$ cat src/rtl/srg_ram.sv
// ----------------------------------------------------------------------------
// Generic RAM
// One write port and two read ports, with the read data registered.
// ----------------------------------------------------------------------------
module srg_ram #(
  parameter int unsigned Width = 8,
  parameter int unsigned Depth = 16
) (
  input  logic                     clk_i,
  input  logic                     we_i,
  input  logic [$clog2(Depth)-1:0] waddr_i,
  input  logic [Width-1:0]         wdata_i,
  input  logic [$clog2(Depth)-1:0] raddr_a_i,
  output logic [Width-1:0]         rdata_a_o,
  input  logic [$clog2(Depth)-1:0] raddr_b_i,
  output logic [Width-1:0]         rdata_b_o
);

  logic [Width-1:0] mem_q [Depth];

  always_ff @(posedge clk_i) begin
    if (we_i) begin
      mem_q[waddr_i] <= wdata_i;
    end
    rdata_a_o <= mem_q[raddr_a_i];
    rdata_b_o <= mem_q[raddr_b_i];
  end

endmodule

$ cat config.mk
export PLATFORM = sky130hd
export DESIGN_NAME = srg_ram
export DESIGN_NICKNAME = d
export VERILOG_FILES = /design/src/rtl/srg_ram.sv
export SDC_FILE = /design/constraint.sdc
export NUM_CORES = 1
export LEC_CHECK = 0
export BUFFER_PORTS_ARGS = -buffer_cell sky130_fd_sc_hd__buf_4
export CORE_MARGIN = 2
export CORE_UTILIZATION = 65
export DETAILED_ROUTE_END_ITERATION = 12
export PLACE_DENSITY = 0.93
export SLEW_MARGIN = 20
export SYNTH_ARGS = -nofsm -noshare
export SYNTH_HDL_FRONTEND = slang
export SYNTH_SLANG_ARGS = --single-unit
$ cat constraint.sdc
create_clock -name clk_i -period 3.25 [get_ports clk_i]
set_input_delay 0.1625 -clock clk_i [delete_from_list [all_inputs] [get_ports clk_i]]
set_output_delay 0.1625 -clock clk_i [all_outputs]
set_load 0.02 [all_outputs]
======== Word-level counts from Yosys, hierarchy flattened ========
Memory sizes are Yosys's and may differ from the RTL's. A register that Yosys moved wholly into a read port is not among the register bits.
Cells that the tools add are included.
operators by class
  multiplexer cells ....................... 2
operator list
  cell               count
  1-bit two-way mux  2
storage, ports and cells
  register bits after elaboration ......... 0
  bits in writable memories ............... 128
  input bits .............................. 22
  output and inout bits ................... 16
  logic and storage cells ................. 3
  memories ................................ 1
memories
  name   depth  width  read ports  clocked after memory_dff  write ports  line  text
  mem_q  16     8      2           2                         1            19    logic [Width-1:0] mem_q [Depth];

======== Longest topological paths before layout ========
  depth in word-level cells ............... 2
  depth in mapped cells ................... 5
  gate-level depth less buffers ........... 3

======== Worst setup path before layout ========
Ideal clock, no wire load.
  path type ............................... input to register
  start ................................... in waddr_i[2]
  end ..................................... mem mem_q[0][0] (enable)
  setup time .............................. 383 ps
  arrival time ............................ 1272 ps
  data required time ...................... 2867 ps
  setup slack ............................. 1595 ps
  stages on the path ...................... 2
  buffers on the path ..................... 0
  path through ............................ or3b_2 nor3_1
RTL lines
  element          line  text
  start, declared  11    input logic [$clog2(Depth)-1:0] waddr_i,
  end, declared    19
Straight into the memory's write port.

==> metrics.md <==
| Metric | Value |
|---|---|
| Setup TNS | `0 ns` |
| Initial antenna violation count | `0` |
| Post-layout nets | `about 380` |
| Initial DRT Pass Iterations | `7` |
| Combinational power share | `0.080` |
| CP top delay family | `multiplexers` |
| FMAX | `0.655 GHz` |
| Reg power frac | `0.481` |
| WP buf/inv | `0` |
| Syn Nets | `329` |
| Slew Limit Headroom | `0.337` |
| Cts repair resizes | `0` |
| Total number of vias | `~3,500` |
| Cell area after synthesis | `~0.0063 mm2` |
| Reg clk slew, reported paths | `0.06 ns` |
| Status | `complete, no violations` |
| Max incr delay on CP | `between 0.6 and 0.7 ns` |
| Routed len/inst | `around 30 um` |
| # diodes | `0` |
| Worst-Skew Late Latency | `~0.53 ns` |
| Clk root buf | `clkbuf_8` |
| Period utilization | `0.470` |
| Post-detailed-route count of antenna-violating nets | `0` |
| Pwr/cell area | `about 600 mW/mm2` |
| DR DRC count | `0` |
| Die width | `103 um` |
| Placer Congestion | `0.818` |
| Top_reg_cell synth | `edfxtp_1` |
| I/O Pins | `38` |
| Crit Path Category | `register to register` |
| DP Area | `0.00665 mm2` |
| Seq cells post-synth | `144` |
| Starting density of the core | `0.658` |
| Vias per cell | `7.06` |
| Pins Over Slew Limit | `0` |
| Core Area | `a little under 0.01 mm2` |
| # port buffers | `37` |
| Post-DP HPWL | `8640 um` |
| Setup bufs post-CTS | `0` |
| # clock sinks | `between 100 and 150` |
| Largest net degree at the start of global routing | `33` |
| Top cells by count, synth | `edfxtp_1, mux4_2, a22oi_1, mux4_1, nand2_1` |
| CTS HTree Levels | `4` |
| Critical-path maximum fanout | `2` |
| Longest Clk Path Bufs | `2` |
| HP Class | `primary input to register` |
| WP data required | `3.65 ns` |
| CTS tree | `done` |
| Final Routed Wirelength | `15,100 um` |
| Crit end category | `register` |
| Distinct cells, synth | `20` |
| Count leader, synth | `edfxtp_1` |
| Unrepaired setup endpoints after global routing | `false` |
| Sw frac | `0.222` |
| Share of cells above drive strength 1 | `0.296` |
| Synth top area share | `0.606` |
| Arrival time worst endpoint | `1.93 ns` |
| Slowest-stage cell, CP | `mux4_4` |
| First-pass GRT wire length | `22,000 um` |
| Area contributors post-synth | `edfxtp_1, mux4_2, mux4_1` |
| Peak supply drop | `0.377 mV` |
| Number of flops mapped to enable cells by yosys | `128` |
| Num CTS Buffers | `17` |
| Worst-Margin Slew | `~0.99 ns` |
| Fin area | `approximately 0.0073 mm2` |
| Static Leak | `2.51 nW` |
| Syn avg cell area | `~21 um2` |
| Clk pwr share | `0.439` |
| Cell taking the most area after synthesis | `edfxtp_1` |
| Share of flip-flops with an asynchronous set or reset | `0` |
| Area growth syn-to-layout | `15.2%` |
| Skew final | `0.00829 ns` |
| Row count | `36` |
| Total Routing Usage GR | `0.308` |
| Die Height | `103 um` |
| Setup violators final | `0` |
| Iter 0 DRT Violations | `476` |
| Filler instances | `523` |
| Yosys warning count | `0` |
| Die ar. | `0.0106 mm2` |
| MaxCap Viol Count | `0` |
| Crit path time final | `1.53 ns` |
| Worst Setup Start Kind | `register` |
| CP Cell Sequence | `mux4_4 -> a22oi_1 -> nand2_1` |
| Placed insts | `461` |
| Number of global-route vias before repair | `3,488` |
| Layout Cells excl Fill | `501` |
| Final hold violation count | `0` |
| FF+latch area | `0.00416 mm2` |
| Int Power | `0.00340 W` |
| Synth Instances | `307` |
| Seq/Total Area, Yosys | `0.656` |
| Total grt overflow | `0` |
| Net switching power | `0.000970 W` |
| Footprint of the multi-input gates | `~0.002 mm2` |
[cells in the final DEF (no fill, tap or decap)]
cell type	n
mux4_2	34
buf_4	41
and2_1	2
nand2b_1	2
nor3_1	4
nor2_1	14
a22oi_1	32
or3b_2	1
mux4_1	28
clkinv_4	1
inv_6	1
nand3b_1	2
clkbuf_8	1
clkbuf_16	16
clkbuf_1	1
bufinv_16	3
clkinvlp_4	5
nand2_1	17
nand3_1	1
dlygate4sd3_1	8
nor2b_1	2
dfxtp_1	16
mux4_4	2
edfxtp_1	128
and2b_1	2
clkinv_2	4
[repair_timing]
item | in CTS | in global routing
hold endpoints to repair | 128 | 0
setup endpoints to repair | 0 | 0
hold buffers | 8 | 0
[worst min-delay path: stages]
cell    delay [ns]
buf_4         0.12
nor3_1        0.05
buf_4         0.17
[worst paths after layout]
check / from / to / slack, ns / cells after the start
worst min register to register: mem_q[7][3]$_DFFE_PP_ / rdata_b_o[3]$_DFF_P_ / 0.72 / 3
worst min-delay path: waddr_i[0] / mem_q[0][5]$_DFFE_PP_ / 0.16 / 3
worst max-delay path: mem_q[3][7]$_DFFE_PP_ / rdata_b_o[7]$_DFF_P_ / 1.72 / 3
worst max register to register: mem_q[3][7]$_DFFE_PP_ / rdata_b_o[7]$_DFF_P_ / 1.72 / 3
[cell families (layout without fill, tap and decap cells)]
logic type / after synthesis / in the layout / share of synthesized area
flops: 144 / 144 / 0.656
mux: 64 / 64 / 0.244
simple gates: 47 / 47 / 0.0343
compound gates: 32 / 32 / 0.0379
buf+inv: 20 / 81 / 0.0272
[power groups by stage]
stage	Clock [W]	Sequential, W	Combinational, W
floorplan	0	0.00215	0.000187
global placement	0	0.00213	0.000322
global route	0.00200	0.00210	0.000369
finish	0.00192	0.00210	0.000348
CTS	0.00193	0.00210	0.000347
detailed placement	0	0.00214	0.000334
[registers in the layout, indices dropped and copies added, names as in the netlist]
signal / count
rdata_b_o: 8
mem_q: 128
rdata_a_o: 8
[through the flow]
stage	total power, W	hold WS (ns)	setup WS [ns]	utilization
after floorplan	0.00234	0.261	1.59	-
after global placement	0.00245	0.454	1.40	0.690
after detailed placement	0.00247	0.462	1.35	0.690
after CTS	0.00437	0.134	1.72	0.758
after global routing	0.00448	0.160	1.71	0.758
final	0.00437	0.158	1.72	0.758
[layout make-up]
class / instances / area share
multi-input cells: 143 / 0.275
flip-flops and latches: 144 / 0.570
clock inverters: 14 / 0.0226
clock buffers: 18 / 0.0572
repair buffers: 49 / 0.0531
well taps: 133 / 0.0228
[per-layer routing]
metal	track usage	up-vias	part of all wire	wire length [um]
met5	0	-	0	0
met4	0.120	0	0.033	499
met3	0.0658	47	0.090	1360
met2	0.508	256	0.52	7840
met1	0.413	1791	0.36	5390
li1	-	1441	-	-
(Power assumes the default switching activity.)
