<file path="src/rtl/srg_pkg.sv">
// ----------------------------------------------------------------------------
// Subtractive random generator package
// Widths, constants and small helper functions shared by the generator files.
// ----------------------------------------------------------------------------
package srg_pkg;

  localparam int unsigned RawW        = 30;
  localparam int unsigned RangeW      = 31;
  localparam int unsigned SeedW       = 32;
  localparam int unsigned ProdW       = RawW + RangeW;
  localparam int unsigned RecipW      = 32;
  localparam int unsigned RemW        = 32;

  localparam int unsigned LagLen      = 55;
  localparam int unsigned LagStep     = 21;
  localparam int unsigned SecondStart = 31;
  localparam int unsigned StirOffset  = 30;
  localparam int unsigned StirSplit   = LagLen - StirOffset - 1;
  localparam int unsigned StirPasses  = 4;
  localparam int unsigned TableDepth  = LagLen + 1;
  localparam int unsigned AddrW       = $clog2(TableDepth);
  localparam int unsigned AddrXW      = AddrW + 1;
  localparam int unsigned PassW       = $clog2(StirPasses);

  localparam logic [RawW-1:0] Modulus    = RawW'(1000000000);
  localparam logic [RawW-1:0] MagicReset = RawW'(161803398);

  // Reciprocal of the modulus scaled by 2^ProdW, applied to the top RecipW
  // bits of the range product.
  localparam logic [RecipW-1:0] Recip        = RecipW'((64'd1 << ProdW) / 64'(Modulus));
  localparam logic [RemW-1:0]   TwiceModulus = RemW'({Modulus, 1'b0});

  function automatic logic [RawW-1:0] sub_mod(input logic [RawW-1:0] a,
                                               input logic [RawW-1:0] b);
    logic [RawW:0] diff;
    diff = {1'b0, a} - {1'b0, b};
    if (diff[RawW]) begin
      return diff[RawW-1:0] + Modulus;
    end
    return diff[RawW-1:0];
  endfunction

  function automatic logic [AddrW-1:0] next_ptr(input logic [AddrW-1:0] p);
    logic [AddrW-1:0] q;
    q = p + AddrW'(1);
    return (q > AddrW'(LagLen)) ? AddrW'(1) : q;
  endfunction

  function automatic logic [AddrW-1:0] fill_next(input logic [AddrW-1:0] idx);
    logic [AddrXW-1:0] sum;
    sum = {1'b0, idx} + AddrXW'(LagStep);
    if (sum >= AddrXW'(LagLen)) begin
      return AddrW'(sum - AddrXW'(LagLen));
    end
    return sum[AddrW-1:0];
  endfunction

  function automatic logic [AddrW-1:0] stir_partner(input logic [AddrW-1:0] idx);
    if (idx <= AddrW'(StirSplit)) begin
      return idx + AddrW'(StirOffset + 1);
    end
    return idx - AddrW'(StirSplit);
  endfunction

endpackage

</file>
<file path="src/rtl/srg_div.sv">
// ----------------------------------------------------------------------------
// Scaling divider
// Division of the range product by the modulus through a reciprocal
// multiplication and a short correction, in estimate, remainder and fix steps.
// ----------------------------------------------------------------------------
module srg_div (
  input  logic                       clk_i,
  input  logic                       rst_ni,
  input  logic                       start_i,
  input  logic [srg_pkg::ProdW-1:0]  dividend_i,
  output logic                       done_o,
  output logic [srg_pkg::RangeW-1:0] quotient_o
);

  import srg_pkg::*;

  localparam logic [1:0] D_IDLE = 2'd0;
  localparam logic [1:0] D_EST  = 2'd1;
  localparam logic [1:0] D_REM  = 2'd2;
  localparam logic [1:0] D_FIX  = 2'd3;

  // The estimate taken from the top bits of the product falls short of the
  // quotient by at most two, so two comparisons of the remainder finish it.
  logic [1:0]          stage_q, stage_d;
  logic [ProdW-1:0]    prod_q, prod_d;
  logic [RangeW-1:0]   est_q, est_d;
  logic [RemW-1:0]     rem_q, rem_d;
  logic [RangeW-1:0]   quo_q, quo_d;
  logic [2*RecipW-1:0] est_full;
  logic [ProdW-1:0]    rem_full;
  logic                fix_one;
  logic                fix_two;

  assign est_full = prod_q[ProdW-1 -: RecipW] * Recip;
  assign rem_full = prod_q - est_q * Modulus;
  assign fix_one  = rem_q >= RemW'(Modulus);
  assign fix_two  = rem_q >= TwiceModulus;

  always_comb begin
    stage_d = stage_q;
    prod_d  = prod_q;
    est_d   = est_q;
    rem_d   = rem_q;
    quo_d   = quo_q;
    unique case (stage_q)
      D_IDLE: begin
        if (start_i) begin
          prod_d  = dividend_i;
          stage_d = D_EST;
        end
      end
      D_EST: begin
        est_d   = est_full[2*RecipW-2:RecipW];
        stage_d = D_REM;
      end
      D_REM: begin
        rem_d   = rem_full[RemW-1:0];
        stage_d = D_FIX;
      end
      D_FIX: begin
        quo_d   = est_q + RangeW'(fix_one) + RangeW'(fix_two);
        stage_d = D_IDLE;
      end
      default: begin
        stage_d = D_IDLE;
      end
    endcase
  end

  always_ff @(posedge clk_i or negedge rst_ni) begin
    if (!rst_ni) begin
      stage_q <= D_IDLE;
    end else begin
      stage_q <= stage_d;
    end
  end

  always_ff @(posedge clk_i) begin
    prod_q <= prod_d;
    est_q  <= est_d;
    rem_q  <= rem_d;
    quo_q  <= quo_d;
  end

  assign done_o     = stage_q == D_FIX;
  assign quotient_o = quo_q;

endmodule

</file>
<file path="config.mk">
export PLATFORM = sky130hd
export DESIGN_NAME = srg_div
export DESIGN_NICKNAME = d
export VERILOG_FILES = /design/src/rtl/srg_pkg.sv /design/src/rtl/srg_div.sv
export SDC_FILE = /design/constraint.sdc
export NUM_CORES = 1
export LEC_CHECK = 0
export BUFFER_PORTS_ARGS = -buffer_cell sky130_fd_sc_hd__buf_2
export CAP_MARGIN = 0
export CORE_MARGIN = 8
export CORE_UTILIZATION = 55
export CTS_BUF_LIST = sky130_fd_sc_hd__clkbuf_16
export DETAILED_ROUTE_END_ITERATION = 6
export MAX_ROUTING_LAYER = met4
export PLACE_DENSITY_LB_ADDON = 0.3
export SLEW_MARGIN = 20
export SYNTH_ARGS = -nofsm -noshare
export SYNTH_HDL_FRONTEND = slang
export SYNTH_SLANG_ARGS = --single-unit
export TNS_END_PERCENT = 30
</file>
<file path="constraint.sdc">
create_clock -name clk_i -period 7.77 [get_ports clk_i]
set_clock_uncertainty 0.05 [all_clocks]
set_input_delay 0.3885 -clock clk_i [delete_from_list [all_inputs] [get_ports clk_i]]
set_output_delay 0.3885 -clock clk_i [all_outputs]
set_load 0.01 [all_outputs]
</file>
-- After elaboration in Yosys (flattened, before gate mapping)
Cells that the tools add are included.
- logic and storage cells: 20
- register bits: 157
- output and inout port bits: 32
- add/sub/neg operators: 3
- reduce and logical (&&, ||, !) cells: 2
- eq/ne operators: 4
- multipliers: 2
- $lt $le $gt $ge: 2
- mux-type cells: 2
- operator list (operator ; count):
    32-bit by 32-bit multiplier with 63-bit output, second input constant ; 1
    31-bit by 1-bit adder with 31-bit output ; 2
    32-bit by 30-bit >= comparator with 1-bit output, second input constant ; 1
    32-bit by 31-bit >= comparator with 1-bit output, second input constant ; 1
    32-bit subtractor ; 1
    31-bit by 21-bit multiplier with 23-bit output, second input constant ; 1
    2-bit case mux with 4 select lines ; 1
    2-bit equality test, second input constant ; 2
    2-bit by 1-bit equality test with 1-bit output, second input constant ; 1
    2-bit logical NOT ; 1
    2-bit 2-to-1 mux ; 1
    2-bit != test, second input constant ; 1
    2-bit AND reduction ; 1

-- Longest topological paths before layout
- depth in word-level cells: 3
- mapped depth: 29
- gate-level depth less buffers: 29

-- Worst setup path before layout
Ideal clock, no wire load.
- path kind: register -> register
- start: register prod_q[39]
- end: register est_q[30], data pin
- arrival: 6380 ps
- required time: 7460 ps
- clock period less this slack: 6690 ps
- cell stages (with the launch flop): 26
- path slack: 1080 ps
- path through: edfxtp_1 -> inv_1 -> fa_1 -> inv_1 -> fa_1 -> fa_1 -> inv_1 -> fa_1 -> inv_1 -> fa_1 -> inv_1 -> fa_1 -> inv_1 -> fa_1 -> ha_1 -> ha_1 -> nand2_1 -> nor2_1 -> nand4_1 -> a31o_2 -> a211oi_1 -> or2_4 -> a41oi_2 -> o2111ai_1 -> a21oi_1 -> xnor2_1
- cells in the longest elaborated chain, start to end: 1
- ends and longest elaborated chain (item ; RTL line ; source):
    from (decl) ; srg_div.sv:25 ; logic [ProdW-1:0] prod_q, prod_d;
    from (signal assigned) ; srg_div.sv:79 ; prod_q <= prod_d;
    32-bit by 32-bit multiplier with 63-bit output ; srg_div.sv:34 ; assign est_full = prod_q[ProdW-1 -: RecipW] * Recip;
    net est_full[62] ; srg_div.sv:29 ; logic [2*RecipW-1:0] est_full;
    to (signal assigned) ; srg_div.sv:80 ; est_q <= est_d;
    to (decl) ; srg_div.sv:26 ; logic [RangeW-1:0] est_q, est_d;
The timed path passes the listed nets, and every way through them passes these cells.
A chain may end at the register's enable or synchronous reset.

-- Worst setup path after layout
- start: register est_q[5]
- end: register rem_q[31], data pin
- cells in the longest elaborated chain, start to end: 2
- ends and longest elaborated chain (item ; RTL line ; source):
    31-bit by 21-bit multiplier with 23-bit output ; srg_div.sv:35 ; assign rem_full = prod_q - est_q * Modulus;
    32-bit subtractor ; srg_div.sv:35 ;
    net rem_full[31] ; srg_div.sv:30 ; logic [ProdW-1:0] rem_full;
    to (signal assigned) ; srg_div.sv:81 ; rem_q <= rem_d;
    to (decl) ; srg_div.sv:27 ; logic [RemW-1:0] rem_q, rem_d;
The timed path passes the listed nets, and every way through them passes these cells.

==> metrics.txt <==
status=finished, final reports clean; CTS sink count=139; max-cap viol count=0; Final Hold Viols=0; ant diodes=0; layout cells sized above 1=7.51%; Fmax=134 MHz; Async SR Flop Fraction=1.44%; hpwl dp=48200 um; Required @ worst endpoint=7.94 ns; FILL cells=3580; clock-pin slew on the worst setup and hold paths=0.07 ns; CTS Buf Count=17; Synth Net Count=3224; pin count of the biggest net entering global routing=53; Clock Path Buffers=2; Startpoint Class=flop; I/O Pins=96; number of global-route vias before repair=17794; Clk Latency, worst-skew pair=0.48 ns; vias post-DR=15784; initial drt markers=945; Die Area=0.0515 mm^2; antenna violation net count after detailed routing=0; number of synthesized register bits=139; gpl congestion=0.935; initial antenna violation count=0; RSZ-0062 raised after global routing=false; Core Util, Final=61.3%; final worst-path cycle share=95.7%; minimum clock period=7.44 ns; die width=227 um; Via-to-Cell Ratio=5.21; Min-Delay Path Class=primary input to flop; Final nets=3414; CTS tree=done; Core Rows=77; Yosys warnings=0; core area=0.0440 mm^2; drt wl/cell=18.5 um; final wirelength=56200 um; GRT Overall Usage=24.1%; Port Buf Inserts=86; synthesized area=0.0245 mm^2; Min-Delay Path Depth=1; area grow syn2layout=10.4%; Remaining Overflow, GRT=0; syn avg cell area=10.9 um^2; r2r worst-path depth=25; clk root buf=clkbuf_16; H-Tree Depth=4; Crit. End Element=flop; EDFF count, synth=137; Pre-antenna DRT Iters=5; Critical Path AT=7.61 ns; Setup CP Type=flop to flop; starting density of the core=55.5%; sequential area share after synthesis=17.0%; relative slew slack=49.6%; Syn Inst Count=2235; Post-synth top flop=edfxtp_1; die extent in y=227 um; global-route wire length before repair=91900 um; DRC Markers=0; Unique masters post-synth=61; final setup vio count=0; Fin Setup TNS=0 ns; crit path max fanout=8; Max Slew Vio Count=0; Worst-Margin Slew=0.756 ns; cts repair resizes=0
[cell families after synthesis]
group                      synth area share, %
adders and majority gates                 59.1
buffers and inverters                     9.98
and+or+nand+nor                           4.21
AOI/OAI and AO/OA                         5.10
DFF                                       17.0
xor gates and xnor gates                  4.41
muxes                                    0.133
[repair_timing]
item,in CTS,in global routing
hold endpoints to repair,41,0
endpoints found under the setup margin,0,3
hold buffers,40,0
setup buffers,0,6
[critical path, cell delays in order (launching register included)]
cell	delay, ns
edfxtp_1	0.66
ha_1	0.37
inv_1	0.09
fa_1	0.54
inv_1	0.05
ha_1	0.29
fa_1	0.48
fa_1	0.53
fa_1	0.61
inv_1	0.07
fa_1	0.52
inv_1	0.05
ha_1	0.36
nand3_1	0.11
nand2_1	0.05
a41o_1	0.23
nor2_1	0.14
xor2_1	0.28
ha_1	0.34
a21o_1	0.18
a21o_1	0.18
or3_1	0.34
o211ai_1	0.23
o21ai_1	0.14
xnor2_1	0.15
xnor2_1	0.14
[layout make-up]
| cell class | instances | area (um^2) | area share (%) |
|---|---|---|---|
| clock buffer | 17 | 425 | 1.58 |
| inverter | 648 | 2430 | 9.01 |
| multi-input combinational | 1446 | 17900 | 66.1 |
| clock inverter | 15 | 200 | 0.741 |
| timing repair buffer | 173 | 1180 | 4.38 |
| tap | 592 | 741 | 2.74 |
| sequential | 139 | 4160 | 15.4 |
[placed cells by master, fill, tap and decap left out, types with 27 or more instances in the layout]
master	Yosys	routed
dlygate4sd3_1	0	40
xor2_1	38	38
nand3_1	27	27
buf_4	0	47
a21oi_1	51	51
nand2_1	44	44
buf_2	0	86
inv_1	648	650
a21o_1	31	31
edfxtp_1	137	137
xnor2_1	85	85
fa_1	385	385
nor2_1	66	66
ha_1	540	539
[stage by stage]
step / area [um^2] / hold slack (ns) / std cells / setup slack [ns]
final: 27000 / 0.0443 / 3030 / 0.332
after global routing: 27000 / 0.0119 / 3030 / 0.0104
after CTS: 27000 / 0.00141 / 3024 / 0.167
after detailed placement: 25900 / 0.132 / 2952 / 0.249
after global placement: 25900 / 0.127 / 2952 / 0.307
after floorplan: 24500 / 0.0429 / 2235 / 1.08
[final timing paths]
check | start | to | slack, ns
max | est_q[5]$_DFFE_PN_ | rem_q[31]$_DFFE_PP_ | 0.33
min in group asynchronous | rst_ni | stage_q[1]$_DFFE_PN0P_ | 0.17
min reg2reg | est_q[30]$_DFFE_PN_ | quotient_o[30]$_DFFE_PP_ | 0.51
min | dividend_i[14] | prod_q[14]$_DFFE_PP_ | 0.04
max in group asynchronous | rst_ni | stage_q[0]$_DFFE_PN0P_ | 7.40
max reg2reg | est_q[5]$_DFFE_PN_ | rem_q[31]$_DFFE_PP_ | 0.33
[sequential cells by signal, summed over array words and instances (netlist names)]
| register | count |
|---|---|
| est_q | 31 |
| rem_q | 23 |
| stage_q | 2 |
| prod_q | 52 |
| quotient_o | 31 |
[metal layers]
metal | vias up | GRT usage, % | part of all wire (%)
met5 | - | - | 0
met4 | 0 | 8.85 | 3.6
met3 | 92 | 3.04 | 3.5
met2 | 317 | 41.1 | 51
met1 | 7886 | 29.1 | 42
li1 | 7489 | - | -
[Yosys cell counts (all sizes together), types with 2 or more instances]
cell type	instances	area share, %
a21oi	53	1.1
dfrtp	2	0.20
or3	6	0.17
a2111oi	3	0.16
nor2b	8	0.20
nor2	66	1.0
o31ai	2	0.061
nand3b	2	0.061
and3	6	0.15
o2111ai	3	0.11
clkbuf	2	0.031
a21o	31	0.95
and2	13	0.33
o211ai	3	0.092
inv	648	9.9
nand2b	14	0.36
o41ai	3	0.17
nor3	11	0.23
xor2	38	1.4
a211oi	5	0.15
fa	385	32
edfxtp	137	17
o311ai	2	0.10
o21ai	37	0.77
xnor2	85	3.0
o21bai	3	0.092
nand3	27	0.55
and4	3	0.11
nand4	9	0.23
a41o	5	0.20
a31o	4	0.14
nand2	44	0.68
ha	540	28
mux2	2	0.092
a41oi	3	0.14
o21a	11	0.34
a31oi	4	0.10
or2	3	0.087
Power is left out: the tool's default activity adds up to more than one toggle a clock period on the data nets, which glitch-free logic cannot reach.
